===== config.mk =====
export PLATFORM = sky130hd
export DESIGN_NAME = double_unorm32_converter_core
export DESIGN_NICKNAME = d
export VERILOG_FILES = /design/src/rtl/core/du32c_pkg.sv /design/src/rtl/core/du32c_front.sv /design/src/rtl/core/du32c_back.sv /design/src/rtl/core/double_unorm32_converter_core.sv
export SDC_FILE = /design/constraint.sdc
export NUM_CORES = 1
export LEC_CHECK = 0
export BUFFER_PORTS_ARGS = -buffer_cell sky130_fd_sc_hd__buf_2
export CORE_ASPECT_RATIO = 0.7
export CORE_MARGIN = 2
export CORE_UTILIZATION = 40
export DETAILED_ROUTE_END_ITERATION = 16
export PLACE_DENSITY = 0.65
export SLEW_MARGIN = 20
export SYNTH_ARGS = -nofsm -noshare
export SYNTH_HDL_FRONTEND = slang
export SYNTH_SLANG_ARGS = --single-unit

===== constraint.sdc =====
create_clock -name clk -period 17 [get_ports clk]
set_input_delay 2.55 -clock clk [delete_from_list [all_inputs] [get_ports clk]]
set_output_delay 2.55 -clock clk [all_outputs]
set_load 0.01 [all_outputs]

===== src/rtl/core/du32c_pkg.sv =====
// Shared types and constants for the double/unorm32 converter.
package du32c_pkg;

  localparam int QDEPTH = 4;
  localparam int QAW    = $clog2(QDEPTH);

  localparam logic KIND_TO_UNORM  = 1'b0;
  localparam logic KIND_TO_DOUBLE = 1'b1;

  localparam logic [31:0] UNORM_MAX = 32'hFFFF_FFFF;
  localparam logic [63:0] ONE_BITS  = 64'h3FF0_0000_0000_0000;

  // Classified item as it waits between the front and the back.
  // For the double direction zero/sat force 0 or full scale; for the
  // integer direction zero means u == 0 and sat means u == full scale.
  typedef struct packed {
    logic        kind;
    logic        zero;
    logic        sat;
    logic [52:0] mant;
    logic [10:0] bexp;
    logic [31:0] u;
  } du32c_item_t;

endpackage


===== src/rtl/core/du32c_front.sv =====
// Front end: classify incoming operands and hold them in a short queue.
module du32c_front (
  input  logic                  clk,
  input  logic                  rst_n,
  input  logic                  in_valid,
  output logic                  in_ready,
  input  logic                  in_kind,
  input  logic [63:0]           in_operand,
  output logic                  q_valid,
  input  logic                  q_pop,
  output du32c_pkg::du32c_item_t q_item
);
  import du32c_pkg::*;

  du32c_item_t    mem_r [QDEPTH];
  logic [QAW-1:0] wr_ptr_r, wr_ptr_nxt;
  logic [QAW-1:0] rd_ptr_r, rd_ptr_nxt;
  logic [QAW:0]   count_r, count_nxt;
  du32c_item_t    cls;
  logic           push;
  logic           pop;
  logic           sgn;
  logic [10:0]    ef;
  logic [51:0]    fr;
  logic           nan;

  always_comb begin
    sgn = in_operand[63];
    ef  = in_operand[62:52];
    fr  = in_operand[51:0];
    nan = (ef == 11'h7FF) && (fr != 52'd0);
    cls.kind = in_kind;
    cls.mant = {1'b1, fr};
    cls.bexp = ef;
    cls.u    = in_operand[31:0];
    if (in_kind == KIND_TO_UNORM) begin
      cls.zero = nan || sgn || (ef == 11'd0);
      cls.sat  = !(nan || sgn || (ef == 11'd0)) && (in_operand[62:0] > ONE_BITS[62:0]);
    end else begin
      cls.zero = (in_operand[31:0] == 32'd0);
      cls.sat  = (in_operand[31:0] == UNORM_MAX);
    end
  end

  assign in_ready = (count_r != (QAW+1)'(QDEPTH));
  assign q_valid  = (count_r != '0);
  assign q_item   = mem_r[rd_ptr_r];
  assign push     = in_valid && in_ready;
  assign pop      = q_pop && q_valid;

  always_comb begin
    wr_ptr_nxt = push ? wr_ptr_r + 1'b1 : wr_ptr_r;
    rd_ptr_nxt = pop  ? rd_ptr_r + 1'b1 : rd_ptr_r;
    count_nxt  = count_r + (QAW+1)'(push) - (QAW+1)'(pop);
  end

  always_ff @(posedge clk) begin
    if (!rst_n) begin
      wr_ptr_r <= '0;
      rd_ptr_r <= '0;
      count_r  <= '0;
    end else begin
      wr_ptr_r <= wr_ptr_nxt;
      rd_ptr_r <= rd_ptr_nxt;
      count_r  <= count_nxt;
    end
  end

  always_ff @(posedge clk) begin
    if (push) begin
      mem_r[wr_ptr_r] <= cls;
    end
  end

  a_count_bound: assert property (@(posedge clk) disable iff (!rst_n)
    count_r <= (QAW+1)'(QDEPTH)) else $error("queue count overflow");
  a_ptr_gap: assert property (@(posedge clk) disable iff (!rst_n)
    (count_r == '0 || count_r == (QAW+1)'(QDEPTH)) |-> (wr_ptr_r == rd_ptr_r))
    else $error("queue pointers disagree with count");
  a_count_step: assert property (@(posedge clk) disable iff (!rst_n)
    (push && !pop) |=> (count_r == $past(count_r) + 1'b1))
    else $error("queue count missed a push");

endmodule


===== src/rtl/core/du32c_back.sv =====
// Back end: three-step conversion pipeline with an output register.
module du32c_back (
  input  logic                  clk,
  input  logic                  rst_n,
  input  logic                  q_valid,
  output logic                  q_pop,
  input  du32c_pkg::du32c_item_t q_item,
  output logic                  out_valid,
  input  logic                  out_ready,
  output logic [63:0]           out_result
);
  import du32c_pkg::*;

  function automatic logic [4:0] lzc32(input logic [31:0] v);
    logic [4:0] n;
    n = 5'd0;
    for (int i = 0; i < 32; i++) begin
      if (v[i]) n = 5'(31 - i);
    end
    return n;
  endfunction

  logic en;

  // step 1
  logic        s1_valid_r;
  logic        s1_kind_r, s1_zero_r, s1_sat_r;
  logic [84:0] s1_prod_r;
  logic [10:0] s1_bexp_r;
  logic [4:0]  s1_lz_r;
  logic [31:0] s1_u_r;

  // step 2
  logic        s2_valid_r;
  logic        s2_kind_r, s2_zero_r, s2_sat_r;
  logic [53:0] s2_q_r;
  logic [10:0] s2_k_r;
  logic [63:0] s2_dres_r;

  logic        out_valid_r;
  logic [63:0] out_result_r;

  logic [53:0] q_nxt;
  logic [10:0] k_nxt;
  logic [63:0] dres_nxt;
  logic [95:0] win;
  logic [10:0] dexp;
  logic        rb_hi, st_hi, rb_lo, st_lo, up;

  logic [117:0] shx;
  logic [53:0]  ipart;
  logic         irb, ist, iup;
  logic [54:0]  isum;
  logic [63:0]  result_nxt;

  assign en         = !out_valid_r || out_ready;
  assign q_pop      = en;
  assign out_valid  = out_valid_r;
  assign out_result = out_result_r;

  always_ff @(posedge clk) begin
    if (!rst_n) begin
      s1_valid_r  <= 1'b0;
      s2_valid_r  <= 1'b0;
      out_valid_r <= 1'b0;
    end else if (en) begin
      s1_valid_r  <= q_valid;
      s2_valid_r  <= s1_valid_r;
      out_valid_r <= s2_valid_r;
    end
  end

  // Step 1: exact product m*(2^32-1), leading zeros of u.
  always_ff @(posedge clk) begin
    if (en) begin
      s1_kind_r <= q_item.kind;
      s1_zero_r <= q_item.zero;
      s1_sat_r  <= q_item.sat;
      s1_prod_r <= {q_item.mant, 32'd0} - {32'd0, q_item.mant};
      s1_bexp_r <= q_item.bexp;
      s1_lz_r   <= lzc32(q_item.u);
      s1_u_r    <= q_item.u;
    end
  end

  // Step 2: round product to 53 bits; build the double quotient.
  always_comb begin
    rb_hi = s1_prod_r[31];
    st_hi = |s1_prod_r[30:0];
    rb_lo = s1_prod_r[30];
    st_lo = |s1_prod_r[29:0];
    if (s1_prod_r[84]) begin
      up    = rb_hi && (st_hi || s1_prod_r[32]);
      q_nxt = {1'b0, s1_prod_r[84:32]} + {53'd0, up};
      k_nxt = 11'd1075 - s1_bexp_r - 11'd32;
    end else begin
      up    = rb_lo && (st_lo || s1_prod_r[31]);
      q_nxt = {1'b0, s1_prod_r[83:31]} + {53'd0, up};
      k_nxt = 11'd1075 - s1_bexp_r - 11'd31;
    end
    // u/(2^32-1) repeats u in every 32-bit group; the tail never stops,
    // so a set round bit always rounds up.
    win      = {s1_u_r, s1_u_r, s1_u_r} << s1_lz_r;
    dexp     = 11'd1022 - {6'd0, s1_lz_r};
    dres_nxt = {1'b0, dexp, win[94:43]} + {63'd0, win[42]};
  end

  always_ff @(posedge clk) begin
    if (en) begin
      s2_kind_r <= s1_kind_r;
      s2_zero_r <= s1_zero_r;
      s2_sat_r  <= s1_sat_r;
      s2_q_r    <= q_nxt;
      s2_k_r    <= k_nxt;
      s2_dres_r <= dres_nxt;
    end
  end

  // Step 3: scale to an integer, ties to even, and pick the result.
  // Saturated operands can carry a wrapped shift count, so test them first.
  always_comb begin
    shx   = {s2_q_r, 64'd0} >> s2_k_r[5:0];
    ipart = shx[117:64];
    irb   = shx[63];
    ist   = |shx[62:0];
    iup   = irb && (ist || ipart[0]);
    isum  = {1'b0, ipart} + {54'd0, iup};
    if (s2_kind_r == KIND_TO_UNORM) begin
      if (s2_zero_r) begin
        result_nxt = 64'd0;
      end else if (s2_sat_r) begin
        result_nxt = {32'd0, UNORM_MAX};
      end else if (s2_k_r > 11'd63) begin
        result_nxt = 64'd0;
      end else begin
        result_nxt = {32'd0, isum[31:0]};
      end
    end else begin
      if (s2_zero_r) begin
        result_nxt = 64'd0;
      end else if (s2_sat_r) begin
        result_nxt = ONE_BITS;
      end else begin
        result_nxt = s2_dres_r;
      end
    end
  end

  always_ff @(posedge clk) begin
    if (en) begin
      out_result_r <= result_nxt;
    end
  end

  a_stall_hold: assert property (@(posedge clk) disable iff (!rst_n)
    (out_valid_r && !out_ready) |=> (s2_valid_r == $past(s2_valid_r)))
    else $error("pipeline advanced under stall");
  a_unorm_high_zero: assert property (@(posedge clk) disable iff (!rst_n)
    (en && s2_valid_r && s2_kind_r == KIND_TO_UNORM) |=> (out_result_r[63:32] == 32'd0))
    else $error("unorm result has upper bits set");
  a_double_le_one: assert property (@(posedge clk) disable iff (!rst_n)
    (en && s2_valid_r && s2_kind_r == KIND_TO_DOUBLE) |=> (out_result_r <= ONE_BITS))
    else $error("quotient exceeds one");

endmodule


===== src/rtl/core/double_unorm32_converter_core.sv =====
// Top level of the binary64 <-> unorm32 pixel component converter.
//
// Input channel (in_*): one transfer per component. in_tuser selects the
// direction (0: binary64 bits to unorm32, 1: unorm32 to binary64 bits) and
// in_tdata carries the operand. Output channel (out_*): one transfer per
// input transfer, in order, result in out_tdata.
// Throughput: one transfer per cycle when the receiver keeps out_tready
// high. The transfer edge writes the queue; the pipeline then registers
// the product, the 53-bit rounding and the integer rounding, the last
// into the output register, which drives out_tdata.
// The four-entry queue between the classifier and the arithmetic pipeline
// decouples the sides: in_tready depends only on queue fill, not on
// out_tready, so the input keeps flowing while a result waits.
// When the receiver stalls, the pipeline and output register hold; the
// queue then fills and in_tready drops after at most four more transfers.
// Reset (rst_n low, synchronous) empties the queue and clears all valid
// flags; the data registers are not reset, and there is no configuration.
// Special values: NaN, negatives and -0 give 0; values above 1.0 give
// full scale; u = 0 gives +0.0 and u = full scale gives 1.0.
module double_unorm32_converter_core (
  input  logic        clk,
  input  logic        rst_n,
  input  logic        in_tvalid,
  output logic        in_tready,
  input  logic [63:0] in_tdata,   // [63:0] operand
  input  logic        in_tuser,   // [0] kind
  output logic        out_tvalid,
  input  logic        out_tready,
  output logic [63:0] out_tdata   // [63:0] result
);
  import du32c_pkg::*;

  du32c_item_t q_item;
  logic        q_valid;
  logic        q_pop;

  // Classify and enqueue each transfer.
  du32c_front u_front (
    .clk        (clk),
    .rst_n      (rst_n),
    .in_valid   (in_tvalid),
    .in_ready   (in_tready),
    .in_kind    (in_tuser),
    .in_operand (in_tdata),
    .q_valid    (q_valid),
    .q_pop      (q_pop),
    .q_item     (q_item)
  );

  // Convert and present results; advance only when the output can move.
  du32c_back u_back (
    .clk        (clk),
    .rst_n      (rst_n),
    .q_valid    (q_valid),
    .q_pop      (q_pop),
    .q_item     (q_item),
    .out_valid  (out_tvalid),
    .out_ready  (out_tready),
    .out_result (out_tdata)
  );

endmodule

After elaboration in Yosys (flattened, before gate mapping):

Memories as Yosys holds them, arrays and structs flattened. A register that Yosys moved wholly into a read port is not among the register bits.
Cells that the tools add are included.

* bits in registers: 342
* memory bits (writable): 392
* bits of input ports: 69
* logic and storage cells: 115
* memories kept: 1

Memory list
* u_front.mem_r: depth 4, width 98, rd ports 1, clocked after memory_dff 1, write ports 1, line du32c_front.sv:15 `du32c_item_t mem_r [QDEPTH];`

* $add $sub $neg: 13
* magnitude comparators: 2
* equal/unequal tests: 3
* shifts and indexed selects: 2
* multiplexer cells: 44
* reduce and logical (&&, ||, !) cells: 26

Operators by type and width (count)
* 64-bit two-way mux: 5
* 118-bit by 6-bit >> shifter with 96-bit output: 1
* 53-bit by 1-bit adder with 54-bit output: 2
* 96-bit by 5-bit left shift with 95-bit output: 1
* 85-bit by 53-bit subtractor with 85-bit output: 1
* 5-bit two-way mux: 16
* 63-bit by 1-bit adder with 64-bit output: 1
* 63-bit by 62-bit > comparator with 1-bit output, second input constant: 1
* 63-bit OR reduction: 1
* 54-bit two-way mux: 1
* 52-bit nonzero test: 1
* 32-bit by 1-bit adder with 32-bit output: 1
* 32-bit == test, second input constant: 1
* 32-bit zero test: 1
* 32-bit two-way mux: 1
* 4-bit two-way mux: 8
* 31-bit OR reduction: 1
* 30-bit OR reduction: 1
* 16-bit OR reduction: 1
* 3-bit two-way mux: 4
* 11-bit == test, second input constant: 1
* 11-bit by 6-bit > comparator with 1-bit output, second input constant: 1
* 11-bit zero test: 1
* 11-bit two-way mux: 1
* 17 further kinds: 36

Longest topological paths before layout:

* word-level depth: 31
* depth in mapped cells: 19

Cells and area by module:

Synthesis repeated with hierarchy kept, for this count alone.

* cells, all modules: 2933
* area, all modules: 35546.6 um2

By module, submodules not included
* du32c_back: times used 1, cells an instance 2461, area each 25050.3 um2, seq. area each 9969.6 um2
* du32c_front: times used 1, cells an instance 472, area each 10496.3 um2, seq. area each 8107.8 um2

Worst setup path before layout:

OpenSTA, ideal clock, no wires.

* path kind: input -> register
* start point: input out_tready
* end point: register u_back.out_result_r[0] (netlist: u_back.out_result[0]), enable pin
* setup time: 0.679 ns
* arrival: 8.984 ns
* setup slack: 7.337 ns
* stages on the path: 2
* buffers on the path: 0
* path through: nor2b_1 > inv_1

* cells in the longest elaborated chain, start to end: 1

RTL lines
* start: declaration: line double_unorm32_converter_core.sv:28 `input logic out_tready,`
* 1-bit logical OR: line du32c_back.sv:56 `assign en = !out_valid_r || out_ready;`
* net q_pop: line double_unorm32_converter_core.sv:35 `logic q_pop;`
* end signal: assignment: line du32c_back.sv:151 `out_result_r <= result_nxt;`
* end: declaration: line du32c_back.sv:41 `logic [63:0] out_result_r;`

The timed path passes the listed nets, and every way through them passes these cells.
A chain may end at the register's enable or synchronous reset.

Worst setup path after layout:

* start point: register u_back.s2_k_r[0]
* end point: register u_back.out_result_r[26] (netlist: u_back.out_result[26]), data pin

* cells in the longest elaborated chain, start to end: 9
* elaborated cells on any way between the ends: 10

RTL lines
* start: declaration: line du32c_back.sv:37 `logic [10:0] s2_k_r;`
* start signal: assignment: line du32c_back.sv:114 `s2_k_r <= k_nxt;`
* 118-bit by 6-bit >> shifter with 96-bit output: line du32c_back.sv:122 `shx = {s2_q_r, 64'd0} >> s2_k_r[5:0];`
* 63-bit OR reduction: line du32c_back.sv:125 `ist = |shx[62:0];`
* 1-bit logical OR: line du32c_back.sv:126 `iup = irb && (ist || ipart[0]);`
* 1-bit logical AND: line du32c_back.sv:126
* 32-bit by 1-bit adder with 32-bit output: line du32c_back.sv:127 `isum = {1'b0, ipart} + {54'd0, iup};`
* 32-bit two-way mux (*): line du32c_back.sv:133 `end else if (s2_k_r > 11'd63) begin`
* 64-bit two-way mux (*): line du32c_back.sv:131 `end else if (s2_sat_r) begin`
* 64-bit two-way mux (*): line du32c_back.sv:129 `if (s2_zero_r) begin`
* 64-bit two-way mux (*): line du32c_back.sv:128 `if (s2_kind_r == KIND_TO_UNORM) begin`
* net u_back.result_nxt[26]: line du32c_back.sv:54 `logic [63:0] result_nxt;`

The timed path passes the listed nets; every way through them passes the cells marked *.

==> impl_metrics.ini <==
[final_layout]
num-fill-cells = 7895
final_nets = 2951
drive_gt1_frac = 0.192
layoutNonFillerInstCount = 4040
area_growth_pct = 10.6

[synthesis]
synth.most_common_cell = edfxtp_1
synthAdderAreaFrac = 0.0149
syn-num-nets = 2884
yosys.area_share.simple = 0.137
synth.cell_area_um2 = 35000
synth_cell_types = 96
yosysWarnings = 0
synth_compound_area_frac = 0.0699
synth_edf_count = 593
ys_ff_latch = 605
synth_top_area_cell = edfxtp_1
synth.top_cell.area_share = 0.508
synth_common_cells = 593 x edfxtp_1, 238 x nor2_1, 222 x nand2_1
synthCells = 2774
synthArstFlopShare = 0
avgSynthCellArea_um2 = 12.6
synth_top_family_by_area = multiplexers
synth.area.top_cells = edfxtp_1 51%, mux4_2 14%, xnor2_1 3.4%
muxShareOfSynthArea = 0.175
yosys.area_share.xor_xnor = 0.0588
yosysSeqAreaShare = 0.515
ys.flop_type = edfxtp_1

[power_and_ir_drop]
p_seq_frac = 0.309
p_per_area_nw_per_um2 = 229
power.switching_mw = 3.88
p_sw_frac = 0.437
combPwrFrac = 0.533
clkPwrFrac = 0.158
vdd_drop_max_v = 0.0000878
internal_power_mw = 5.00
power_mw = 8.88
p_leak_nw = 13.3

[timing]
timing.final.crit_share = 0.307
skew_ns = 0.0610
timing.hold.ws_ns = 0.426
maxSlewHeadroom = 0.227
worstMarginPinSlew_ns = 1.15
clock.fmax_ghz = 0.191
rsz0062_at_grt = no
period_needed_ns = 5.23
maxSlewViolCount = 0
fin_ws_ns = 11.77
hold_viol = 0
setup_viol = 0
setup_tns_ns = 0

[setup_path]
cp.arrival_ns = 5.62
cp_max_fo = 67
cp.required_ns = 17.40
path_delay_family = simple AND/OR/NAND/NOR gates
crit_chain = buf_6, mux4_2, mux2i_1, o21ai_0, nand3_1, o21ai_0, ha_1, inv_1, nor4_2, nand4b_1, xnor2_1, a221o_1
start_kind = flip-flop
critPathMaxStageDelay_ns = 0.99
slowest_stage = nor4_2
end_kind = flip-flop
crit_top_cell = o21ai_0
timing.critical_path.from = u_back.s2_k_r[0]
r2r-start = u_back.s2_k_r[0]
path_buf_inv = 2
worstSetupPathType = flip-flop to flip-flop

[hold_path]
worstHoldStart = u_back.s1_kind_r
hold_class = flip-flop to flip-flop

[placed_design]
dp_hpwl_mm = 68.3
post-place-ws_ns = 11.40
dp.cells = 3931
port_buffers = 133
place_congestion = 0.984

[clocking]
postCtsSetupRepairBufs = 0
clk_latency_ns = 0.67
post_cts_resize_count = 0
cts_sinks = 605
cts-root-buf = clkbuf_16
clock_tree.buffer_depth = 3
clk_pin_slew_ns = 0.06
cts_made_buffers = 58
htreeDepth = 2
holdBufCountCts = 0
cts_tree = yes

[route]
first_pass_iters = 6
wirelength_mm = 93.5
drt_iter0_markers = 2878
drcViolationCount = 0
wl_per_cell_um = 23.1
antenna_left = 0
vias = 24251
vias_per_cell = 6.00

[floorplanning]
io_pins = 135
rows = 90
fp.dieH_um = 252
core_um2 = 86500
die_area_um2 = 90000
die-width_um = 358
start_util = 0.405

[global_routing]
globalRouteOverflowTotal = 0
grt_pass1_vias = 22395
globalRouteTotalUtil = 0.206
antenna_found_initial = 1
grt_pass1_wl_mm = 142
grt_max_degree = 108

[flow_run]
cap_violations = 0

[run_status]
status = completed
==> final cells by class <==
cell class                 count  area (um2)  share of cell area
sequential                   605       18100               0.466
multi-input combinational   1947       16000               0.413
clock buffer                  62        1470              0.0379
tap                         1150        1440              0.0371
timing repair buffer         163         895              0.0231
clock inverter                46         634              0.0164
inverter                      66         255             0.00659
antenna                        1        2.50           0.0000646
==> through the flow <==
step,utilization,instance area (um2)
2_1_floorplan,-,35000
3_3_place_gp,0.423,36600
3_5_place_dp,0.423,36600
4_1_cts,0.448,38700
5_1_grt,0.448,38700
6_report,0.448,38700
==> cell families (layout without fill, tap and decap cells) <==
family / count (synthesis) / count (layout)
AOI/OAI and AO/OA: 389 / 389
xor gates and xnor gates: 235 / 235
adders and majority gates: 41 / 41
buffers and inverters: 222 / 337
DFF: 605 / 605
muxes: 339 / 339
other: 1 / 2
and+or+nand+nor: 942 / 942
==> routing by layer <==
metal,GRT usage,part of all wire,vias to the layer above
li1,-,-,10860
met1,0.332,0.46,11999
met2,0.283,0.41,1258
met3,0.0388,0.10,134
met4,0.0448,0.019,0
met5,0,0,-
==> final timing paths <==
| kind | to | slack [ns] | cells past startpoint |
|---|---|---|---|
| worst max-delay path | u_back.out_result[26] | 11.77 | 12 |
| worst min-delay path | u_back.s2_kind_r | 0.43 | 0 |
| worst max register to register | u_back.out_result[26] | 11.77 | 12 |
| worst min register to register | u_back.s2_kind_r | 0.43 | 0 |
==> placed cells by master, fill, tap and decap left out, drive strengths merged, types with 60 or more instances in the layout <==
cell type    n
inv         68
mux2i       95
buf        163
xnor2      136
nor2       238
mux4       216
nor3        60
xor2        99
nand2      223
a21oi      134
edfxtp     593
o21ai       91
nand3      103
nand4       61
clkbuf      62
==> state kept, by name, indices dropped and copies added (netlist names), 3 cells and up, named ones only <==
signal,flops
u_front.mem_r,264
u_back.s1_prod_r,84
u_back.out_result,63
u_back.s2_dres_r,63
u_back.s2_q_r,54
u_back.s1_u_r,32
u_back.s1_bexp_r,11
u_back.s2_k_r,11
u_back.s1_lz_r,5
u_front.count_r,3
==> power groups by stage <==
stage	registers [mW]	clock network [mW]	logic, mW
2_1_floorplan	2.58	0	3.36
3_3_place_gp	2.75	0	4.58
3_5_place_dp	2.76	0	4.59
4_1_cts	2.73	1.43	4.61
5_1_grt	2.80	1.48	5.04
6_report	2.74	1.41	4.73
Note: power is estimated with default switching activity, not from simulation.
